## src/design/gce_pkg.sv

```systemverilog
package gce_pkg;

	localparam int BATCH_WORDS = 1024;
	localparam int NUM_REGS    = 16;
	localparam int REG_AW      = $clog2(NUM_REGS);
	localparam int CNT_W       = $clog2(BATCH_WORDS + 1);
	localparam int WIB_W       = 11;
	localparam int MAX_WORDS   = 6;
	localparam int NW_W        = $clog2(MAX_WORDS + 1);
	localparam int SLOT_W      = $clog2(MAX_WORDS);
	localparam int CFG_IDX_W   = 4;

	typedef enum logic [7:0] {
		OP_ADD  = 8'd200,
		OP_SUB  = 8'd201,
		OP_MUL  = 8'd202,
		OP_MOV  = 8'd206,
		OP_HALT = 8'd212,
		OP_DRAW = 8'd215
	} opcode_t;

	typedef enum logic [CFG_IDX_W-1:0] {
		CFG_FILL_COLOR   = 4'd0,
		CFG_DEFAULT_SIZE = 4'd1
	} cfg_reg_t;

	localparam logic [31:0] WORD_BLIT  = (32'h02 << 22) | 32'h50;
	localparam logic [31:0] WORD_FLUSH = 32'h04;
	localparam logic [31:0] WORD_END   = 32'h0A;

	localparam logic [31:0] FILL_COLOR_RST   = 32'hFF00FF00;
	localparam logic [31:0] DEFAULT_SIZE_RST = 32'd10;

	// One instruction's burst of command words, handed to the output stage.
	typedef struct packed {
		logic                             load;
		logic [NW_W-1:0]                  n;
		logic [MAX_WORDS-1:0][31:0]       words;
		logic [MAX_WORDS-1:0][WIB_W-1:0]  wib;
	} burst_t;

endpackage

```

## src/design/gce_if.sv

```systemverilog
interface gce_instr_if import gce_pkg::*; ();
	logic        valid;
	logic        ready;
	logic [7:0]  opcode;
	logic [7:0]  dest_index;
	logic [7:0]  first_source;
	logic [31:0] second_source;
	logic        program_start;
	logic        program_end;

	modport source (output valid, opcode, dest_index, first_source, second_source,
		program_start, program_end, input ready);
	modport sink (input valid, opcode, dest_index, first_source, second_source,
		program_start, program_end, output ready);
endinterface

interface gce_cmd_if import gce_pkg::*; ();
	logic             valid;
	logic             ready;
	logic [31:0]      command_word;
	logic [WIB_W-1:0] words_in_batch;
	logic             last_of_run;

	modport source (output valid, command_word, words_in_batch, last_of_run, input ready);
	modport sink (input valid, command_word, words_in_batch, last_of_run, output ready);
endinterface

interface gce_cfg_if import gce_pkg::*; ();
	logic                 valid;
	logic                 ready;
	logic [CFG_IDX_W-1:0] index;
	logic [31:0]          data;

	modport source (output valid, index, data, input ready);
	modport sink (input valid, index, data, output ready);
endinterface

```

## src/design/glyph_to_gpu_command_emitter.sv

```systemverilog
// Channel  Dir  Carries                                                  Transfer when
// instr    in   opcode, dest_index, first_source, second_source,         valid && ready
//               program_start, program_end
// cmd      out  command_word, words_in_batch, last_of_run                valid && ready
// cfg      in   index (0 fill_color, 1 default_size), data               valid && ready
//
// One instruction per cycle while it emits no words. With cmd idle, the first word of a
// burst reaches cmd once the instruction has passed the stage 1 instruction register and
// been loaded into the stage 2 burst shift line.
// A burst leaves the output shift line word by word and waits while cmd holds ready low;
// it has up to 6 words for DRAW and up to 2 for HALT (fewer near capacity). The next
// instruction advances out of stage 1 in the cycle the burst's last word transfers.
// Reset clears register valid bits, batch state, halted flag and restores config.
// cfg is always ready; writes land at once.
module glyph_to_gpu_command_emitter import gce_pkg::*; (
	input  logic       clk,
	input  logic       arst_n,
	gce_instr_if.sink  instr,
	gce_cmd_if.source  cmd,
	gce_cfg_if.sink    cfg
);

	burst_t burst;
	logic   burst_free;

	// stage 1: register read, ALU, batch bookkeeping, burst build
	gce_exec u_exec (
		.clk        (clk),
		.arst_n     (arst_n),
		.instr      (instr),
		.cfg        (cfg),
		.burst_free (burst_free),
		.burst      (burst)
	);

	// stage 2: burst shift line feeding the cmd channel
	gce_burst u_burst (
		.clk        (clk),
		.arst_n     (arst_n),
		.burst      (burst),
		.burst_free (burst_free),
		.cmd        (cmd)
	);

endmodule

```

## src/design/gce_ram.sv

```systemverilog
module gce_ram #(
	parameter int WIDTH = 32,
	parameter int DEPTH = 16
) (
	input  logic                     clk,
	input  logic                     we,
	input  logic [$clog2(DEPTH)-1:0] waddr,
	input  logic [WIDTH-1:0]         wdata,
	input  logic                     re,
	input  logic [$clog2(DEPTH)-1:0] raddr0,
	input  logic [$clog2(DEPTH)-1:0] raddr1,
	output logic [WIDTH-1:0]         rdata0,
	output logic [WIDTH-1:0]         rdata1
);

	logic [WIDTH-1:0] mem_q [DEPTH];

	always_ff @(posedge clk) begin
		if (we) begin
			mem_q[waddr] <= wdata;
		end
		if (re) begin
			rdata0 <= mem_q[raddr0];
			rdata1 <= mem_q[raddr1];
		end
	end

endmodule

```

## src/design/gce_exec.sv

```systemverilog
module gce_exec import gce_pkg::*; (
	input  logic      clk,
	input  logic      arst_n,
	gce_instr_if.sink instr,
	gce_cfg_if.sink   cfg,
	input  logic      burst_free,
	output burst_t    burst
);

	// stage 1 instruction register
	logic        v_s1;
	logic [7:0]  op_s1;
	logic [7:0]  d_s1;
	logic [7:0]  a_s1;
	logic [31:0] b_s1;
	logic        start_s1;
	logic        end_s1;

	// architectural state
	logic [CNT_W-1:0]    cnt_q;
	logic [31:0]         last_q;
	logic                halted_q;
	logic [NUM_REGS-1:0] vld_q;
	logic [31:0]         fill_q;
	logic [31:0]         dsize_q;

	// last register write, seen by the item read at the same edge
	logic              wb_valid_q;
	logic [REG_AW-1:0] wb_addr_q;
	logic [31:0]       wb_data_q;

	logic        adv;
	logic        acc;
	logic [31:0] rd0;
	logic [31:0] rd1;
	logic [31:0] ra;
	logic [31:0] rb;
	logic        wr_en;
	logic [31:0] wdata;
	logic [31:0] prod;

	logic [CNT_W-1:0]  count0;
	logic [31:0]       last0;
	logic              halted0;
	logic              active;
	logic              d_ok;
	logic              a_ok;
	logic              b_ok;
	logic              three_ok;
	logic [31:0]       side_raw;
	logic [31:0]       side;
	logic [31:0]       size_word;
	logic [NW_W-1:0]   n_ins;
	logic [31:0]       cand [MAX_WORDS];
	logic [CNT_W-1:0]  room;
	logic [NW_W-1:0]   keep1;
	logic [CNT_W-1:0]  count1;
	logic [31:0]       last1;
	logic              end_push;
	logic [NW_W-1:0]   n_tot;
	logic [SLOT_W-1:0] last_slot;

	assign adv         = v_s1 && burst_free;
	assign instr.ready = !v_s1 || burst_free;
	assign acc         = instr.valid && instr.ready;
	assign cfg.ready   = 1'b1;

	gce_ram #(
		.WIDTH (32),
		.DEPTH (NUM_REGS)
	) u_regs (
		.clk    (clk),
		.we     (wr_en),
		.waddr  (d_s1[REG_AW-1:0]),
		.wdata  (wdata),
		.re     (acc),
		.raddr0 (instr.first_source[REG_AW-1:0]),
		.raddr1 (instr.second_source[REG_AW-1:0]),
		.rdata0 (rd0),
		.rdata1 (rd1)
	);

	// operand select: forward, stored value, or zero for never-written
	always_comb begin
		if (wb_valid_q && wb_addr_q == a_s1[REG_AW-1:0]) begin
			ra = wb_data_q;
		end else begin
			ra = vld_q[a_s1[REG_AW-1:0]] ? rd0 : 32'd0;
		end
		if (wb_valid_q && wb_addr_q == b_s1[REG_AW-1:0]) begin
			rb = wb_data_q;
		end else begin
			rb = vld_q[b_s1[REG_AW-1:0]] ? rd1 : 32'd0;
		end
	end

	assign count0  = start_s1 ? '0 : cnt_q;
	assign last0   = start_s1 ? 32'd0 : last_q;
	assign halted0 = start_s1 ? 1'b0 : halted_q;
	assign active  = !halted0;

	assign d_ok     = d_s1[7:REG_AW] == '0;
	assign a_ok     = a_s1[7:REG_AW] == '0;
	assign b_ok     = b_s1[31:REG_AW] == '0;
	assign three_ok = d_ok && a_ok && b_ok;
	assign prod     = ra * rb;

	always_comb begin
		wr_en = 1'b0;
		wdata = b_s1;
		n_ins = '0;
		unique case (op_s1)
			OP_ADD: begin
				wr_en = three_ok;
				wdata = ra + rb;
			end
			OP_SUB: begin
				wr_en = three_ok;
				wdata = ra - rb;
			end
			OP_MUL: begin
				wr_en = three_ok;
				wdata = prod;
			end
			OP_MOV: begin
				wr_en = d_ok && a_ok;
				wdata = b_s1;
			end
			OP_DRAW: n_ins = NW_W'(5);
			OP_HALT: n_ins = NW_W'(2);
			default: begin
				wr_en = 1'b0;
			end
		endcase
		if (!active) begin
			wr_en = 1'b0;
			n_ins = '0;
		end
		wr_en = wr_en && adv;
	end

	assign side_raw  = b_ok ? rb : 32'd0;
	assign side      = (side_raw == 32'd0) ? dsize_q : side_raw;
	assign size_word = {side[15:0], 16'd0} | side;

	always_comb begin
		for (int i = 0; i < MAX_WORDS; i++) begin
			cand[i] = WORD_END;
		end
		if (op_s1 == OP_DRAW) begin
			cand[0] = WORD_BLIT;
			cand[1] = size_word;
			cand[2] = 32'd0;
			cand[3] = 32'd0;
			cand[4] = fill_q;
		end else if (op_s1 == OP_HALT) begin
			cand[0] = WORD_FLUSH;
		end
	end

	// words beyond the batch capacity are dropped from the tail
	assign room      = CNT_W'(BATCH_WORDS) - count0;
	assign keep1     = (room < CNT_W'(n_ins)) ? room[NW_W-1:0] : n_ins;
	assign count1    = count0 + CNT_W'(keep1);
	assign last_slot = SLOT_W'(keep1 - NW_W'(1));
	assign last1     = (keep1 == '0) ? last0 : cand[last_slot];
	assign end_push  = end_s1 && count1 != '0 && last1 != WORD_END
		&& count1 < CNT_W'(BATCH_WORDS);
	assign n_tot     = keep1 + NW_W'(end_push);

	always_comb begin
		burst.load = adv;
		burst.n    = n_tot;
		for (int i = 0; i < MAX_WORDS; i++) begin
			burst.words[i] = (NW_W'(i) < keep1) ? cand[i] : WORD_END;
			burst.wib[i]   = WIB_W'(count0 + CNT_W'(i + 1));
		end
	end

	always_ff @(posedge clk or negedge arst_n) begin
		if (!arst_n) begin
			v_s1       <= 1'b0;
			cnt_q      <= '0;
			last_q     <= 32'd0;
			halted_q   <= 1'b0;
			vld_q      <= '0;
			fill_q     <= FILL_COLOR_RST;
			dsize_q    <= DEFAULT_SIZE_RST;
			wb_valid_q <= 1'b0;
		end else begin
			if (instr.ready) begin
				v_s1 <= instr.valid;
			end
			if (adv) begin
				cnt_q    <= count1 + CNT_W'(end_push);
				last_q   <= end_push ? WORD_END : last1;
				halted_q <= halted0 || (active && op_s1 == OP_HALT);
			end
			if (wr_en) begin
				vld_q[d_s1[REG_AW-1:0]] <= 1'b1;
			end
			if (acc) begin
				wb_valid_q <= wr_en;
			end
			if (cfg.valid) begin
				unique case (cfg.index)
					CFG_FILL_COLOR:   fill_q  <= cfg.data;
					CFG_DEFAULT_SIZE: dsize_q <= cfg.data;
					default: begin
						fill_q <= fill_q;
					end
				endcase
			end
		end
	end

	always_ff @(posedge clk) begin
		if (acc) begin
			op_s1     <= instr.opcode;
			d_s1      <= instr.dest_index;
			a_s1      <= instr.first_source;
			b_s1      <= instr.second_source;
			start_s1  <= instr.program_start;
			end_s1    <= instr.program_end;
			wb_addr_q <= d_s1[REG_AW-1:0];
			wb_data_q <= wdata;
		end
	end

endmodule

```

## src/design/gce_burst.sv

```systemverilog
module gce_burst import gce_pkg::*; (
	input  logic       clk,
	input  logic       arst_n,
	input  burst_t     burst,
	output logic       burst_free,
	gce_cmd_if.source  cmd
);

	logic [NW_W-1:0]  cnt_s2;
	logic [31:0]      words_s2 [MAX_WORDS];
	logic [WIB_W-1:0] wib_s2 [MAX_WORDS];
	logic             xfer;

	assign cmd.valid          = cnt_s2 != '0;
	assign cmd.command_word   = words_s2[0];
	assign cmd.words_in_batch = wib_s2[0];
	assign cmd.last_of_run    = cnt_s2 == NW_W'(1);

	assign xfer       = cmd.valid && cmd.ready;
	assign burst_free = (cnt_s2 == '0) || (cnt_s2 == NW_W'(1) && cmd.ready);

	always_ff @(posedge clk or negedge arst_n) begin
		if (!arst_n) begin
			cnt_s2 <= '0;
		end else if (burst.load) begin
			cnt_s2 <= burst.n;
		end else if (xfer) begin
			cnt_s2 <= cnt_s2 - NW_W'(1);
		end
	end

	// shift line: the head word always sits in slot 0
	always_ff @(posedge clk) begin
		if (burst.load) begin
			for (int i = 0; i < MAX_WORDS; i++) begin
				words_s2[i] <= burst.words[i];
				wib_s2[i]   <= burst.wib[i];
			end
		end else if (xfer) begin
			for (int i = 0; i < MAX_WORDS - 1; i++) begin
				words_s2[i] <= words_s2[i+1];
				wib_s2[i]   <= wib_s2[i+1];
			end
		end
	end

endmodule

```

## src/flat_wrapper.sv

```systemverilog
// flat-port wrapper written by rule: the top's interface ports become plain ports
module glyph_to_gpu_command_emitter_flat import gce_pkg::*;
  (clk, arst_n, instr_valid, instr_opcode, instr_dest_index, instr_first_source, instr_second_source, instr_program_start, instr_program_end, instr_ready, cmd_valid, cmd_command_word, cmd_words_in_batch, cmd_last_of_run, cmd_ready, cfg_valid, cfg_index, cfg_data, cfg_ready);
  gce_instr_if instr_i ();
  gce_cmd_if cmd_i ();
  gce_cfg_if cfg_i ();
  input  logic clk;
  input  logic arst_n;
  input wire logic [$bits(instr_i.valid)-1:0] instr_valid;
  input wire logic [$bits(instr_i.opcode)-1:0] instr_opcode;
  input wire logic [$bits(instr_i.dest_index)-1:0] instr_dest_index;
  input wire logic [$bits(instr_i.first_source)-1:0] instr_first_source;
  input wire logic [$bits(instr_i.second_source)-1:0] instr_second_source;
  input wire logic [$bits(instr_i.program_start)-1:0] instr_program_start;
  input wire logic [$bits(instr_i.program_end)-1:0] instr_program_end;
  output wire logic [$bits(instr_i.ready)-1:0] instr_ready;
  output wire logic [$bits(cmd_i.valid)-1:0] cmd_valid;
  output wire logic [$bits(cmd_i.command_word)-1:0] cmd_command_word;
  output wire logic [$bits(cmd_i.words_in_batch)-1:0] cmd_words_in_batch;
  output wire logic [$bits(cmd_i.last_of_run)-1:0] cmd_last_of_run;
  input wire logic [$bits(cmd_i.ready)-1:0] cmd_ready;
  input wire logic [$bits(cfg_i.valid)-1:0] cfg_valid;
  input wire logic [$bits(cfg_i.index)-1:0] cfg_index;
  input wire logic [$bits(cfg_i.data)-1:0] cfg_data;
  output wire logic [$bits(cfg_i.ready)-1:0] cfg_ready;
  assign instr_i.valid = instr_valid;
  assign instr_i.opcode = instr_opcode;
  assign instr_i.dest_index = instr_dest_index;
  assign instr_i.first_source = instr_first_source;
  assign instr_i.second_source = instr_second_source;
  assign instr_i.program_start = instr_program_start;
  assign instr_i.program_end = instr_program_end;
  assign instr_ready = instr_i.ready;
  assign cmd_valid = cmd_i.valid;
  assign cmd_command_word = cmd_i.command_word;
  assign cmd_words_in_batch = cmd_i.words_in_batch;
  assign cmd_last_of_run = cmd_i.last_of_run;
  assign cmd_i.ready = cmd_ready;
  assign cfg_i.valid = cfg_valid;
  assign cfg_i.index = cfg_index;
  assign cfg_i.data = cfg_data;
  assign cfg_ready = cfg_i.ready;
  glyph_to_gpu_command_emitter u_core (.clk(clk), .arst_n(arst_n), .instr(instr_i), .cmd(cmd_i), .cfg(cfg_i));
endmodule
```

## config.mk

```make
export PLATFORM = sky130hd
export DESIGN_NAME = glyph_to_gpu_command_emitter_flat
export DESIGN_NICKNAME = d
export VERILOG_FILES = /design/src/design/gce_pkg.sv /design/src/design/gce_if.sv /design/src/design/glyph_to_gpu_command_emitter.sv /design/src/design/gce_ram.sv /design/src/design/gce_exec.sv /design/src/design/gce_burst.sv /design/src/flat_wrapper.sv
export SDC_FILE = /design/constraint.sdc
export NUM_CORES = 2
export LEC_CHECK = 0
export ABC_AREA = 1
export BUFFER_PORTS_ARGS = -buffer_cell sky130_fd_sc_hd__buf_2
export CAP_MARGIN = 20
export CORE_MARGIN = 8
export CORE_UTILIZATION = 25
export DETAILED_ROUTE_END_ITERATION = 10
export PLACE_DENSITY = 0.47
export SLEW_MARGIN = 5
export SYNTH_ARGS = -nofsm -noshare
export SYNTH_HDL_FRONTEND = slang
export SYNTH_SLANG_ARGS = --single-unit
```

## constraint.sdc

```tcl
create_clock -name clk -period 11 [get_ports clk]
set_input_delay 1.65 -clock clk [delete_from_list [all_inputs] [get_ports clk]]
set_output_delay 1.65 -clock clk [all_outputs]
set_load 0.1 [all_outputs]
```

Word-level counts from Yosys, hierarchy flattened. Memories as Yosys holds them, arrays and structs flattened. A register that Yosys moved wholly into a read port is not among the register bits. Index checks and enable logic that the tools add are counted.

Flip-flop bits (word level): 223. RAM bits: 770. Input port bits: 99. Output and inout port bits: 47. Word-level logic and storage cells: 156. Memories: 3.

Add/sub/neg operators: 14. $mul: 1. Order comparisons: 12. Equality and inequality tests: 11. Mux-type cells: 53. Bitwise operators: 13. Reduce and logical (&&, ||, !) cells: 32.

Memories: u_core.u_exec.u_regs.mem_q (words 16, width 32, rd ports 2, clocked after Yosys merged registers in 2, write ports 1, RTL line gce_ram.sv:16) `logic [WIDTH-1:0] mem_q [DEPTH];`; u_core.u_burst.words_s2 (words 6, width 32, rd ports 6, clocked after Yosys merged registers in 0, write ports 6, RTL line gce_burst.sv:10) `logic [31:0] words_s2 [MAX_WORDS];`; u_core.u_burst.wib_s2 (words 6, width 11, rd ports 6, clocked after Yosys merged registers in 0, write ports 6, RTL line gce_burst.sv:11) `logic [WIB_W-1:0] wib_s2 [MAX_WORDS];`.

Operator list (count): $mux W32 (21); $mux W128 (1); $bmux W32 S3 (1); $pmux W32 S3 (1); $mux W11 (6); $eq A8 B8 Y1 const B (6); $add A11 B3 Y11 const B (3); $add A32 B32 Y32 (1); $logic_not A32 Y1 (1); $mul A32 B32 Y32 (1); $ne A32 B4 Y1 const B (1); $or A32 B32 Y32 (1); $sub A32 B32 Y32 (1); $logic_not A28 Y1 (1); $mux W24 (1); $add A11 B2 Y11 const B (2); $or A16 B16 Y16 (1); $lt A4 B5 Y1 const B (3); $logic_and A1 B1 Y1 (14); $logic_not A4 Y1 (3); $mux W1 (12); $mux W3 (4); $add A11 B1 Y11 (1); $add A11 B1 Y11 const B (1); other kinds (29) (48).

Logic depth before layout (Yosys ltp).
Depth in word-level cells: 18. Depth in mapped cells: 49. Gate-level depth less buffers: 46.

By module. From an unflattened synthesis, not the netlist that was laid out.

Cell total of the unflattened synthesis: 9059. Area, all modules: 74855.5 um2.

Modules (own cells, without submodules): gce_exec (instances 1, cells each 4704, area an instance 34057.7 um2, seq. area each 5998.3 um2); gce_ram (instances 1, cells each 3317, area an instance 29311.9 um2, seq. area each 17296.6 um2); gce_burst (instances 1, cells each 1038, area an instance 11486.0 um2, seq. area each 7822.5 um2).

Worst setup path before layout. OpenSTA, ideal clock, no wires.

Path kind: register -> register. From: register u_core.u_burst.cnt_s2[0]. To: register u_core.u_burst.cnt_s2[2]. Library setup time: 0.559 ns. Data arrival time: 11.377 ns. Required time: 10.441 ns. Path slack: -0.936 ns. Cell stages (with the launch flop): 6. Buffers on the path: 0. Period minus slack after synthesis: 11.936 ns. Path through: dfrtp_1 -> inv_1 -> ha_1 -> nand2_1 -> o21ai_1 -> a31oi_1.

Elaborated cells between the ends (all ways): 11. Those cells by class: 1 x add/sub; 1 x eq/ne; 2 x mux; 7 x reduce/logical.

RTL lines: start: declaration (RTL line gce_burst.sv:9) `logic [NW_W-1:0] cnt_s2;`; start signal: assignment (RTL line gce_burst.sv:26) `cnt_s2 <= burst.n;`; start signal: assignment (RTL line gce_burst.sv:28) `cnt_s2 <= cnt_s2 - NW_W'(1);`; $reduce_bool A3 Y1 (RTL line gce_burst.sv:14) `assign cmd.valid = cnt_s2 != '0;`; via cmd_valid (RTL line flat_wrapper.sv:17) `output wire logic [$bits(cmd_i.valid)-1:0] cmd_valid;`; $logic_and A1 B1 Y1 (RTL line gce_burst.sv:19) `assign xfer = cmd.valid && cmd.ready;`; $reduce_bool A2 Y1 (no line).

The timed path passes the listed nets, and every way through them passes these cells. The select of a mux whose other input is x is not followed. A chain may end at the register's enable or synchronous reset.

Worst setup path in the final report.
From: register u_core.u_exec.b_s1[0]. To: memory u_core.u_exec.u_regs.mem_q[15][31] (data pin).

Longest elaborated chain between the ends: 6. Elaborated cells between the ends (all ways): 10. Those cells by class: 2 x add/sub; 1 x mul; 1 x eq/ne; 5 x mux; 1 x reduce/logical.

RTL lines: start: declaration (RTL line gce_exec.sv:15) `logic [31:0] b_s1;`; start signal: assignment (RTL line gce_exec.sv:222) `b_s1 <= instr.second_source;`; $bmux W1 S4 (RTL line gce_exec.sv:93) `rb = vld_q[b_s1[REG_AW-1:0]] ? rd1 : 32'd0;`; $mux W1 (implied by the code) (RTL line gce_exec.sv:93); $mux W32 (RTL line gce_exec.sv:93); $mux W32 * (RTL line gce_exec.sv:90) `if (wb_valid_q && wb_addr_q == b_s1[REG_AW-1:0]) begin`; $mul A32 B32 Y32, or another cell as far along (RTL line gce_exec.sv:106) `assign prod = ra * rb;`; $pmux W32 S3 * (RTL line gce_exec.sv:112) `unique case (op_s1)`; via u_core.u_exec.u_regs.wdata[31] (RTL line gce_ram.sv:8) `input logic [WIDTH-1:0] wdata,`; end: declaration (RTL line gce_ram.sv:16).

The timed path passes the listed nets; every way through them passes the cells marked *. The select of a mux whose other input is x is not followed.

==> flow_summary.toml <==
[setup_path]
critical_path_arrival_ps = 10420
path_common_cell = "nand2_1"
cp.required_ps = 11310
worstSetupEndpoint = "u_core.u_exec.u_regs.mem_q[15][31]"
r2r_cells = 37
crit_type = "flip-flop to flip-flop"
reg2reg_slack_ps = 900
crit_fanout = 36
setup.worst_path.start = "u_core.u_exec.b_s1[0]"
r2r-start = "u_core.u_exec.b_s1[0]"
max_stage_delay_ps = 1020
end_kind = "flip-flop"
crit_path_start_kind = "flip-flop"
timing.rr.end = "u_core.u_exec.u_regs.mem_q[15][31]"
cp_slowest_cell = "o21ai_2"

[sta]
skew_ps = 61.9
worst_pin_slew_ps = 1140
whs_ps = 477
tns_ps = 0
rsz0062_at_grt = "no"
hold_viol = 0
period_needed_ps = 10100
setup_viol = 0
maxSlewHeadroom = 0.236
slew_violations = 0
fin_crit_sh = 0.919
clock.fmax_ghz = 0.0990

[clock_network]
clk_pin_slew_ps = 60
h-tree-depth = 3
numCtsBuffers = 118
holdBufCountCts = 0
clkLatencyLatePin_ps = 780
cts_buffer_depth = 3
cts.sinks = 1025
tritoncts = "built"
ctsResizeCount = 0
root_buffer = "clkbuf_16"
postCtsSetupBuffers = 0

[hold_path]
hold_path.class = "flip-flop to flip-flop"
min_from = "u_core.u_exec.cnt_q[1]"

[placed_design]
gp_congestion = 0.934
hpwl_um = 159000
io_buffers = 144
placed_area_sq_mm = 0.0728

[finish]
fin_nets = 8386
utilization = 0.283
drive_above_1_share = 0.0762
regArea_sq_mm = 0.0302
syn2layout_area_growth_pct = 12.9
fillCellCount = 28600
multiInputGateArea_sq_mm = 0.0310
stdcell_area_sq_mm = 0.0766

[die]
core_area_sq_mm = 0.271
num_io_pins = 146
dieArea_sq_mm = 0.288
initial_core_util = 0.251
die_w_um = 537
die_h_um = 537
rows = 191

[outcome]
status = "finished, final reports clean"

[logic_synthesis]
synth_cells = 7704
synth_ff_type = "edfxtp_1"
yosysSeqAreaShare = 0.444
syn_area_sq_mm = 0.0679
synth_top_area_frac = 0.396
synth.most_common_cell = "nand2_1"
ys_types = 58
synth_edf_count = 896
yosys_warnings = 0
yosysTopAreaCell = "edfxtp_1"
async_flop_share = 0.126
synthTopCellsByCount = "nand2_1 (1820), inv_1 (1365), edfxtp_1 (896), o21ai_0 (655), a21oi_1 (542)"
synthesis.nets = 8393
ys_top_cells_by_area = "edfxtp_1 (40%), fa_1 (12%), nand2_1 (10%), inv_1 (7.5%), o21ai_0 (4.8%)"
syn-mean-instance-area_sq_um = 8.81
ys_seq_elements = 1025

[global_routing]
grtUsageTotal = 0.158
overflow = 0
grt_pass1_wl_um = 349000
grt_pass1_vias = 53600
grt_max_degree = 249
antenna_found_initial = 7

[drt]
via_per_inst = 4.70
first_pass_iters = 10
via_count = 53500
drt-total-wl_um = 234000
post-route-drc-count = 0
drtIter0Drc = 4904
routedWlPerCell_um = 20.6
antenna_left = 0

[run]
max_cap_violations = 0
[worst min path at each step]
stage,cells past startpoint,end
finish,2,u_core.u_exec.cnt_q[1]
global route,2,u_core.u_exec.last_q[25]
CTS,2,u_core.u_burst.words_s2[3][1]
detailed placement,2,u_core.u_exec.cnt_q[1]
global placement,2,u_core.u_exec.cnt_q[1]
floorplan,2,u_core.u_exec.vld_q[14]
[sequential cells by signal, indices dropped and copies added, names as in the netlist, 32 cells and up]
signal                       cells
u_core.u_exec.b_s1              32
u_core.u_exec.u_regs.rdata1     32
u_core.u_exec.wb_data_q         32
u_core.u_exec.dsize_q           32
u_core.u_exec.last_q            32
u_core.u_exec.u_regs.mem_q     512
u_core.u_burst.wib_s2           66
u_core.u_exec.u_regs.rdata0     32
u_core.u_burst.words_s2        160
u_core.u_exec.fill_q            32
[cell type report]
type                    count  share of cell area
clock inverters            76             0.00976
multi-input cells        4866               0.404
inverters                1390              0.0682
flip-flops and latches   1025               0.393
clock buffers             145              0.0401
diodes                      6            0.000196
repair buffers            296              0.0258
well taps                3570              0.0583
[kinds of logic (layout without fill, tap and decap cells)]
kind of cell | Yosys count | in the layout | synth area share
other | 1 | 7 | 0.0000552
adders and majority gates | 590 | 590 | 0.154
and+or+nand+nor | 2647 | 2647 | 0.160
AOI/OAI and AO/OA | 1505 | 1505 | 0.124
xor gates and xnor gates | 123 | 123 | 0.0159
buffers and inverters | 1813 | 1907 | 0.102
DFF | 1025 | 1025 | 0.444
[critical path, delay by kind of cell (launching register included)]
family / cells / cell delay, ps
flops: 1 / 490
simple gates: 14 / 2030
compound gates: 8 / 2440
buf+inv: 6 / 850
fa+ha+maj: 9 / 3770
[routing by layer]
metal	up-vias	share of wire	track usage
met5	-	0	0
met4	0	0.036	0.0542
met3	388	0.055	0.0196
met2	1740	0.48	0.270
met1	26400	0.43	0.208
li1	25000	-	-
[placed cells by master, fill, tap and decap left out, drive strengths merged, types with 18 or more instances in the layout]
| master | count |
|---|---|
| nand2 | 1840 |
| inv | 1391 |
| edfxtp | 896 |
| o21ai | 668 |
| a21oi | 542 |
| fa | 410 |
| nand3 | 351 |
| nor2 | 338 |
| buf | 296 |
| ha | 180 |
| clkbuf | 145 |
| o211ai | 131 |
| dfrtp | 111 |
| xor2 | 95 |
| o221ai | 84 |
| clkinv | 61 |
| nand4 | 35 |
| nor3 | 35 |
| xnor2 | 28 |
| nand3b | 20 |
| dfstp | 18 |
[through the flow]
stage	setup WS [ps]	cells
floorplan	2550	7704
global placement	1030	11100
detailed placement	997	11100
CTS	911	11400
global route	291	11400
finish	895	11400
Power is not shown: default switching activity piles up to over one toggle a cycle in this logic, so the estimate is an artifact.
